File: config.mk
export PLATFORM = sky130hd
export DESIGN_NAME = gmb_ctrl
export DESIGN_NICKNAME = d
export VERILOG_FILES = /design/src/design/gmb_pkg.sv /design/src/design/gmb_ctrl.sv
export SDC_FILE = /design/constraint.sdc
export NUM_CORES = 1
export LEC_CHECK = 0
export BUFFER_PORTS_ARGS = -buffer_cell sky130_fd_sc_hd__buf_2
export CAP_MARGIN = 15
export CELL_PAD_IN_SITES_DETAIL_PLACEMENT = 1
export CELL_PAD_IN_SITES_GLOBAL_PLACEMENT = 2
export CORE_UTILIZATION = 20
export DETAILED_ROUTE_END_ITERATION = 7
export GPL_ROUTABILITY_DRIVEN = 0
export GPL_TIMING_DRIVEN = 0
export PLACE_DENSITY_LB_ADDON = 0.2
export SYNTH_ARGS = -nofsm -noshare
export SYNTH_HDL_FRONTEND = slang
export SYNTH_SLANG_ARGS = --single-unit
File: constraint.sdc
create_clock -name clock -period 3.5 [get_ports clock]
set_clock_uncertainty 0.2 [all_clocks]
set_input_delay 0.175 -clock clock [delete_from_list [all_inputs] [get_ports clock]]
set_output_delay 0.175 -clock clock [all_outputs]
set_load 0.05 [all_outputs]
File: src/design/gmb_pkg.sv
// Package for the grid maze backtracker: sizes, register indexes, direction
// orderings and the command/status types between controller and datapath.
// No dependencies.
package gmb_pkg;
   localparam int MaxWidth  = 64;
   localparam int MaxHeight = 64;
   localparam int XW        = $clog2(MaxWidth);
   localparam int YW        = $clog2(MaxHeight);
   localparam int AW        = XW + YW;
   localparam int DW        = AW + 1;

   localparam logic [1:0] CSR_WIDTH   = 2'd0;
   localparam logic [1:0] CSR_HEIGHT  = 2'd1;
   localparam logic [1:0] CSR_START_X = 2'd2;
   localparam logic [1:0] CSR_START_Y = 2'd3;

   typedef enum logic [1:0] {DIR_N = 2'd0, DIR_E = 2'd1, DIR_S = 2'd2, DIR_W = 2'd3} dir_type;

   typedef enum logic [2:0] {
      ST_CLEAR, ST_IDLE, ST_INIT, ST_TOP, ST_TRY, ST_CHECK, ST_CARVE
   } state_type;

   typedef struct packed {
      logic clear_step;
      logic init;
      logic load_top;
      logic try_dir;
      logic pop;
      logic carve;
      logic emit_done;
   } cmd_type;

   typedef struct packed {
      logic clear_last;
      logic started;
      logic empty;
      logic exhausted;
      logic nb_ok;
   } sts_type;

   function automatic logic [1:0] order_dir(input logic [4:0] perm, input logic [1:0] k);
      logic [7:0] row;
      case (perm)
         5'd0:  row = 8'b11_10_01_00;
         5'd1:  row = 8'b10_11_01_00;
         5'd2:  row = 8'b11_01_10_00;
         5'd3:  row = 8'b01_11_10_00;
         5'd4:  row = 8'b10_01_11_00;
         5'd5:  row = 8'b01_10_11_00;
         5'd6:  row = 8'b11_10_00_01;
         5'd7:  row = 8'b10_11_00_01;
         5'd8:  row = 8'b11_00_10_01;
         5'd9:  row = 8'b00_11_10_01;
         5'd10: row = 8'b10_00_11_01;
         5'd11: row = 8'b00_10_11_01;
         5'd12: row = 8'b11_01_00_10;
         5'd13: row = 8'b01_11_00_10;
         5'd14: row = 8'b11_00_01_10;
         5'd15: row = 8'b00_11_01_10;
         5'd16: row = 8'b01_00_11_10;
         5'd17: row = 8'b00_01_11_10;
         5'd18: row = 8'b10_01_00_11;
         5'd19: row = 8'b01_10_00_11;
         5'd20: row = 8'b10_00_01_11;
         5'd21: row = 8'b00_10_01_11;
         5'd22: row = 8'b01_00_10_11;
         5'd23: row = 8'b00_01_10_11;
         default: row = 8'b11_10_01_00;
      endcase
      return row[2*k +: 2];
   endfunction
endpackage

File: src/design/gmb_ctrl.sv
// Controller state machine for the grid maze backtracker.
// Depends on gmb_pkg; drives commands to gmb_datapath.
module gmb_ctrl import gmb_pkg::*; (
   input  logic    clock,
   input  logic    reset,
   input  logic    start,
   output logic    busy,
   input  sts_type sts,
   output cmd_type cmd
);
   state_type state_ff, state_in;

   always_ff @(posedge clock) begin
      if (reset) state_ff <= ST_CLEAR;
      else       state_ff <= state_in;
   end

   always_comb begin
      state_in = state_ff;
      case (state_ff)
         ST_CLEAR: if (sts.clear_last) state_in = ST_IDLE;
         ST_IDLE:  if (start) state_in = sts.started ? ST_TOP : ST_INIT;
         ST_INIT:  state_in = ST_TOP;
         ST_TOP:   state_in = sts.empty ? ST_IDLE : ST_TRY;
         ST_TRY:   state_in = sts.exhausted ? ST_TOP : ST_CHECK;
         ST_CHECK: state_in = sts.nb_ok ? ST_CARVE : ST_TRY;
         ST_CARVE: state_in = ST_IDLE;
         default:  state_in = ST_IDLE;
      endcase
   end

   always_comb begin
      cmd = '0;
      busy = (state_ff != ST_IDLE);
      case (state_ff)
         ST_CLEAR: cmd.clear_step = 1'b1;
         ST_INIT:  cmd.init = 1'b1;
         ST_TOP: begin
            cmd.load_top = !sts.empty;
            cmd.emit_done = sts.empty;
         end
         ST_TRY: begin
            cmd.pop = sts.exhausted;
            cmd.try_dir = !sts.exhausted;
         end
         ST_CARVE: cmd.carve = 1'b1;
         default: ;
      endcase
   end

   a_done_only_top: assert property (@(posedge clock) disable iff (reset)
      cmd.emit_done |-> state_ff == ST_TOP) else $error("done outside top");
   a_carve_then_idle: assert property (@(posedge clock) disable iff (reset)
      state_ff == ST_CARVE |=> state_ff == ST_IDLE) else $error("carve exit");
   a_busy_after_start: assert property (@(posedge clock) disable iff (reset)
      (start && !busy) |=> busy) else $error("start not taken");
endmodule

==> results of run 1 <==
==> layout by cell type (no fill, tap or decap), types with 2 or more instances in the layout <==
master,n
nor2_1,3
buf_6,2
clkbuf_4,3
nand2b_1,2
nand2_1,2
dfxtp_1,3
buf_2,15
inv_1,2
nor3_1,2
==> worst max path at each step <==
| stage | from | end | cells after the start |
|---|---|---|---|
| floorplan | state_ff[1]$_SDFFE_PP0P_ | cmd[0] | 3 |
| global placement | state_ff[1]$_SDFFE_PP0P_ | cmd[0] | 4 |
| detailed placement | state_ff[1]$_SDFFE_PP0P_ | cmd[0] | 4 |
| CTS | state_ff[1]$_SDFFE_PP0P_ | cmd[0] | 4 |
| global route | state_ff[1]$_SDFFE_PP0P_ | cmd[0] | 4 |
| finish | state_ff[1]$_SDFFE_PP0P_ | cmd[0] | 4 |
==> where the power goes <==
group / switching, W / internal, W
Clock: 0.0000180 / 0.0000427
Sequential: 0.000000639 / 0.0000357
Combinational: 0.0000197 / 0.0000125
==> layout make-up <==
type | instances | area (um^2)
buffer | 3 | 30.0
timing repair buffer | 16 | 85.1
clock buffer | 4 | 26.3
sequential | 3 | 60.1
inverter | 3 | 11.3
tap | 14 | 17.5
fill | 151 | 767
multi-input combinational | 23 | 159
==> worst reg2reg max path, stage by stage, from the launching register on <==
cell      delay [ns]
dfxtp_1         0.32
buf_6           0.15
a211o_1         0.23
nand3b_1        0.10
o21ba_1         0.15
==> kinds of logic after synthesis <==
family	after synthesis
and+or+nand+nor	16
AOI/OAI and AO/OA	7
buffers and inverters	6
DFF	3
==> per-layer routing <==
metal,global-route usage [%],share of wire (%),up-vias
met1,15.9,47,153
met3,3.49,3.2,0
li1,-,-,154
met5,0,0,-
met4,8.04,0,0
met2,23.3,50,10
==> what timing repair did <==
| item | 4_1_cts | 5_1_grt |
|---|---|---|
| gates resized for setup | 0 | 0 |
| hold buffers | 1 | 0 |
| setup buffers | 0 | 0 |
| hold endpoints to repair | 1 | 0 |
==> metrics by stage <==
stage,cell area [um^2],utilization (%)
3_3_place_gp,353,30.5
5_1_grt,389,33.7
2_1_floorplan,260,-
6_report,389,33.7
4_1_cts,389,33.7
3_5_place_dp,353,30.5
==> qor.yml, run 1 <==
seq_area_frac_synth_pct: 23.1
grt_pass1_wl_um: 1400
cts_tree: "built"
rrSetupSlack_ns: 2.24
vdd_drop_max_mv: 0.0916
endpoint_kind: "primary output"
fin_ws_ns: 1.78
synthCells: 32
syn_nets: 40
grt_overflow: 0
outcome: "completed"
hold_end: "state_ff[0]$_SDFFE_PP0P_"
clkTransAtPathRegs_ns: 0.04
synth-edff-count: 0
wl_per_cell_um: 11.4
synth_area_leaders: "dfxtp_1, buf_6, o32ai_2"
io_buffers: 15
synthAdderAreaFrac_pct: 0
max_stage_delay_ns: 0.32
cts-root-buf: "clkbuf_4"
synth_top_area_share_pct: 23.1
final-max-slew-violation-count: 0
design.core.area_um2: 1160
die_x_um: 38.1
rr_startpoint: "state_ff[2]$_SDFFE_PP0P_"
synth_compound_area_share_pct: 23.1
hold_class: "in2reg"
synthToLayoutAreaGrowth_pct: 49.5
rr_worst_depth: 4
drt_iter0_markers: 2
largest_register_ffs: 3
fin_cells: 66
clock.fmax_mhz: 581
whs_ns: 0.0977
worstSetupPathType: "reg2out"
layout.nets: 61
synthArstFlopShare_pct: 0
synth.cell_area_um2: 260
p_per_area_nw_per_um2: 332
placementRows: 12
diodes: 0
hold_viol_final: 0
ys_seq_elements: 3
die_area_um2: 1450
min_from: "sts[3]"
drive_above_1_share_pct: 48.1
maxCapViolations: 0
cts-htree-levels: 1
path_cells: "buf_6, inv_1, nor4b_1, buf_2"
grt_use_total_pct: 14.0
crit_fanout: 10
finalWirelength_um: 752
hold-path-cell-count: 3
top_register: "state_ff"
dr.pass1.iters: 4
clock_latency_ns: 0.23
cpMaxStageDelayCell: "dfxtp_1"
worst_setup_path_start_kind: "register"
fin_total_pwr_w: 0.000129
route.detailed.drc: 0
cp.required_ns: 3.12
setup_tns_ns: 0
synth_flop_cell: "dfxtp_1"
p_leak_nw: 0.198
rsz0062_at_grt: "false"
grt_max_degree: 11
synth_top_family_by_area: "simple AND/OR/NAND/NOR gates"
dp_slack_ns: 2.01
clockBufferDepth: 2
pin_count: 16
vias: 317
synth_xor_area_share_pct: 0
hpwl_um: 570
start_util_pct: 22.5
worst_pin_slew_ns: 0.230
period_share_pct: 49.2
grt_pass1_vias: 340
dp_cells: 61
finalSetupViolCount: 0
cts_sinks: 3
post-route-min-period_ns: 1.72
slew_headroom_pct: 84.5
synth_simple_gate_area_share_pct: 38.0
yosysUniqueCellTypes: 23
synth_top_area_cell: "dfxtp_1"
cts_buffers: 3
reg.largest.list: "state_ff (3)"
yosys_warnings: 0
path_delay_family: "buffers and inverters"
antenna_found_initial: 0
r2r-end: "state_ff[1]$_SDFFE_PP0P_"
postRouteAntennaNets: 0
path_buf_inv: 3
cp_data_arrival_time_ns: 1.35
via_per_inst: 4.80
muxShareOfSynthArea_pct: 0
die_h_um: 38.1
synthTopCellsByCount: "dfxtp_1, nor2_1"
syn-mean-instance-area_um2: 8.13
Power figures use the tool's default switching activity.
==> inputs of run 2 (changes only) <==
- CORE_UTILIZATION: 20 -> 19
- clock period: 3.5 -> 1.6 ns (I/O delays scaled with it)
==> run 2 against run 1 <==
Against the previous run:
- hold slack got worse by 0.079 ns
- cell count increased by 6.1%
- wire length increased by 16%
- critical path type unchanged
- design area increased by 20%
- critical endpoint unchanged
- largest cell class unchanged
==> qor.yml, run 2 (same netlist as run 1, synthesis figures left out) <==
cts-root-buf: "clkbuf_4"
reg.largest.list: "state_ff (3)"
route.detailed.drc: 0
path_delay_family: "buffers and inverters"
drt_iter0_markers: 1
finalSetupViolCount: 0
fill_cells: 150
crit_fanout: 9
wl_per_cell_um: 12.4
endpoint_kind: "primary output"
rsz0062_at_grt: "false"
cts_sinks: 3
largest_register_ffs: 3
period_share_pct: 96.4
path_cells: "buf_6, inv_2, nor4b_4, buf_6"
slew_headroom_pct: 83.4
seq_area_um2: 61.3
grt_use_total_pct: 13.9
hold_class: "in2reg"
vias: 319
design.core.area_um2: 1190
path_buf_inv: 3
pin_count: 16
antenna_found_initial: 0
outcome: "completed"
grt_pass1_vias: 310
cts-htree-levels: 1
cts_buffers: 3
max_stage_delay_ns: 0.33
post-route-min-period_ns: 1.54
clockBufferDepth: 2
cp.required_ns: 1.32
die_area_um2: 1520
postRouteAntennaNets: 0
grt_overflow: 0
start_util_pct: 21.9
drive_above_1_share_pct: 57.1
cpMaxStageDelayCell: "dfxtp_2"
io_buffers: 15
worst_setup_path_start_kind: "register"
p_leak_nw: 0.227
final_cell_mix: "buf_2, buf_4, buf_6"
hold_viol_final: 0
cts_tree: "built"
vdd_drop_max_mv: 0.183
whs_ns: 0.0190
worst_pin_slew_ns: 0.251
dp_cells: 61
top_register: "state_ff"
final-max-slew-violation-count: 0
clkTransAtPathRegs_ns: 0.04
clock.fmax_mhz: 649
grt_pass1_wl_um: 1370
hpwl_um: 628
layout.nets: 65
crit_top_cell: "buf_6"
die_x_um: 39.0
cp_data_arrival_time_ns: 1.26
synthToLayoutAreaGrowth_pct: 78.8
diodes: 0
final_util_pct: 39.2
multiInputGateArea_um2: 184
fin_cells: 70
finalWirelength_um: 869
rrSetupSlack_ns: 0.34
worstSetupPathType: "reg2out"
clock_latency_ns: 0.24
die_h_um: 39.0
dr.pass1.iters: 2
placementRows: 12
grt_max_degree: 11
layout_commonest_cell: "buf_2"
via_per_inst: 4.56
p_per_area_nw_per_um2: 660
maxCapViolations: 0
-- run 2: changes by cell type in the layout (fill, tap and decap cells not counted), moves of 2 or more --
cell,change
nor3_2,+2
buf_2,-4
nor3_1,-2
buf_6,+2
buf_4,+5
-- run 2: final cells by class --
type	count	area share, %
clock buffers	4	5.65
inverters	3	2.42
multi-input cells	23	39.5
plain buffers	3	7.26
repair buffers	20	28.2
well taps	14	3.76
flip-flops and latches	3	13.2
-- run 2: worst paths after layout --
path,to,start,depth (start not counted)
worst min register to register,state_ff[0]$_SDFFE_PP0P_,state_ff[1]$_SDFFE_PP0P_,3
worst max-delay path,cmd[0],state_ff[0]$_SDFFE_PP0P_,4
worst min-delay path,state_ff[0]$_SDFFE_PP0P_,start,4
worst max register to register,state_ff[1]$_SDFFE_PP0P_,state_ff[1]$_SDFFE_PP0P_,4
-- run 2: what timing repair did --
action | 4_1_cts | 5_1_grt
setup buffers | 0 | 3
endpoints found under the hold margin | 2 | 0
hold buffers | 2 | 0
endpoints found under the setup margin | 1 | 5
gates resized for setup | 1 | 10
pin swaps | 0 | 1
cloned | 0 | 0
-- run 2: power breakdown --
group	switching [W]	total [W]	internal, W
combinational	0.0000486	0.0000878	0.0000392
clock	0.0000449	0.000139	0.0000938
sequential	0.00000210	0.0000806	0.0000785
-- run 2: metal layers --
layer | up-vias | track usage [%] | share of wire (%)
met5 | - | 0 | 0
met4 | 0 | 10.3 | 2.4
met3 | 2 | 0 | 3.7
met2 | 11 | 23.3 | 52
met1 | 144 | 16.7 | 42
li1 | 162 | - | -
-- run 2: metrics by stage --
stage | setup slack [ns] | cell area [um^2] | TNS [ns] | power, W
final | 0.0580 | 465 | 0 | 0.000307
after global routing | 0.0156 | 465 | 0 | 0.000321
after CTS | 0.00509 | 418 | 0 | 0.000304
after detailed placement | 0.240 | 369 | 0 | 0.000153
after global placement | 0.249 | 369 | 0 | 0.000150
after floorplan | -0.161 | 277 | -0.245 | 0.000131
-- run 2: worst min-delay path, delay by kind of cell --
family / cells / cell delay [ns]
compound gates: 2 / 0.21
buf+inv: 2 / 0.12
==> inputs of run 3 (changes only) <==
==> constraint.sdc (replaced) <==
create_clock -name clock -period 1.6 [get_ports clock]
set_clock_uncertainty 0.2 [all_clocks]
set_input_delay 0.32 -clock clock [delete_from_list [all_inputs] [get_ports clock]]
set_output_delay 0.32 -clock clock [all_outputs]
set_load 0.05 [all_outputs]
==> run 3 against run 2 <==
Against the previous run:
- the run now ends with setup timing left
- critical path depth unchanged
- sequential share of layout area fell by 3.0 points
- clock power fell by 4%
- register-to-register slack worse by 0.21 ns
- sequential power up 2%
- design area grew 40%
- first-iteration DRC count increased to 4.0 times the previous value
- utilization grew 16 points
- worst setup slack got worse by 0.21 ns
- largest cell class is now buffers
==> qor.yml, run 3 (same netlist as run 1, synthesis figures left out) <==
outcome: "finished, violations left"
violations: "setup timing"
cp.required_ns: 1.08
die_area_um2: 1520
cts_tree: "built"
clockBufferDepth: 2
hold_class: "in2reg"
start_util_pct: 21.9
pin_count: 16
grt_max_degree: 9
slew_headroom_pct: 82.5
path_buf_inv: 3
diodes: 0
rsz0062_at_grt: "true"
hold_viol_final: 0
layout.nets: 73
worst_pin_slew_ns: 0.260
cts_sinks: 3
final_cell_mix: "buf_4, buf_6, buf_2"
cts-root-buf: "clkbuf_4"
post-route-min-period_ns: 1.75
cpMaxStageDelayCell: "dfxtp_2"
p_per_area_nw_per_um2: 504
grt_pass1_vias: 386
cts_buffers: 3
period_share_pct: 109
reg.largest.list: "state_ff (3)"
dr.pass1.iters: 3
layout_commonest_cell: "buf_4"
postRouteAntennaNets: 0
finalSetupViolCount: 7
maxCapViolations: 0
crit_start: "state_ff[1]$_SDFFE_PP0P_"
worstSetupPathType: "reg2out"
antenna_found_initial: 0
cts-htree-levels: 1
crit_top_cell: "buf_6"
fin_cells: 78
grt_pass1_wl_um: 1660
top_register: "state_ff"
final_util_pct: 55.1
clock.fmax_mhz: 571
finalWirelength_um: 1080
io_buffers: 15
whs_ns: 0.0552
hpwl_um: 675
die_h_um: 39.0
crit_fanout: 5
max_stage_delay_ns: 0.31
p_leak_nw: 0.313
path_cells: "buf_6, clkinvlp_4, nor4b_4, buf_6"
cp_data_arrival_time_ns: 1.23
fin_ws_ns: -0.152
route.detailed.drc: 0
dp_cells: 61
vdd_drop_max_mv: 0.190
vias: 370
wl_per_cell_um: 13.9
endpoint_kind: "primary output"
worst_setup_path_start_kind: "register"
via_per_inst: 4.74
placementRows: 12
rr_startpoint: "state_ff[2]$_SDFFE_PP0P_"
grt_use_total_pct: 16.9
clock_latency_ns: 0.23
clkTransAtPathRegs_ns: 0.04
die_x_um: 39.0
drt_iter0_markers: 4
design.core.area_um2: 1190
fin_total_pwr_w: 0.000329
path_delay_family: "buffers and inverters"
min_from: "reset"
grt_overflow: 0
synthToLayoutAreaGrowth_pct: 151
largest_register_ffs: 3
drive_above_1_share_pct: 79.7
final-max-slew-violation-count: 0
setup_tns_ns: -0.648
[run 3: cell count changes in the layout (fill, tap and decap cells not counted), sizes merged]
cell / previous run / this run
clkinvlp: 0 / 1
dlygate4sd3: 2 / 0
buf: 21 / 31
inv: 3 / 2
[run 3: final cells by class]
| type | count | area, um^2 |
|---|---|---|
| Buffer | 2 | 31.3 |
| Clock buffer | 4 | 26.3 |
| Fill cell | 137 | 533 |
| Inverter | 3 | 15.0 |
| Multi-Input combinational cell | 23 | 248 |
| Sequential cell | 3 | 66.3 |
| Tap cell | 14 | 17.5 |
| Timing Repair Buffer | 29 | 249 |
[run 3: per-layer routing]
| layer | routed length (um) | track usage, % | part of all wire, % |
|---|---|---|---|
| met1 | 447 | 19.6 | 41 |
| met2 | 572 | 27.5 | 53 |
| met3 | 52 | 4.05 | 4.8 |
| met4 | 10 | 10.3 | 0.92 |
| met5 | 0 | 0 | 0 |
[run 3: metrics by stage]
step | area (um^2) | worst slack, ns
finish | 653 | -0.152
detailed placement | 400 | -0.0811
global placement | 400 | -0.0426
global route | 653 | -0.218
CTS | 603 | -0.185
floorplan | 308 | -0.123
[run 3: final timing paths]
path / to / slack, ns / depth (start not counted)
max: cmd[0] / -0.15 / 4
min: state_ff[0]$_SDFFE_PP0P_ / 0.06 / 2
max reg2reg: state_ff[2]$_SDFFE_PP0P_ / 0.13 / 6
min reg2reg: state_ff[2]$_SDFFE_PP0P_ / 0.48 / 3
[run 3: power by group]
group / switching (W) / leakage [nW] / internal, W
clock: 0.0000401 / 0.0150 / 0.0000935
combinational: 0.0000572 / 0.272 / 0.0000563
sequential: 0.00000533 / 0.0260 / 0.0000770
total: 0.000103 / 0.313 / 0.000227
[run 3: repair_timing]
item	in CTS	in global routing
setup buffers	10	6
hold endpoints to repair	0	0
setup endpoints to repair	8	8
gates resized for setup	32	8
hold buffers	0	0
pin swaps	6	6
[run 3: worst reg2reg max path, stage by stage (launching register included)]
cell,delay (ns)
dfxtp_4,0.35
buf_12,0.13
and4bb_1,0.23
buf_4,0.14
buf_4,0.12
a31oi_1,0.13
nor2_1,0.05
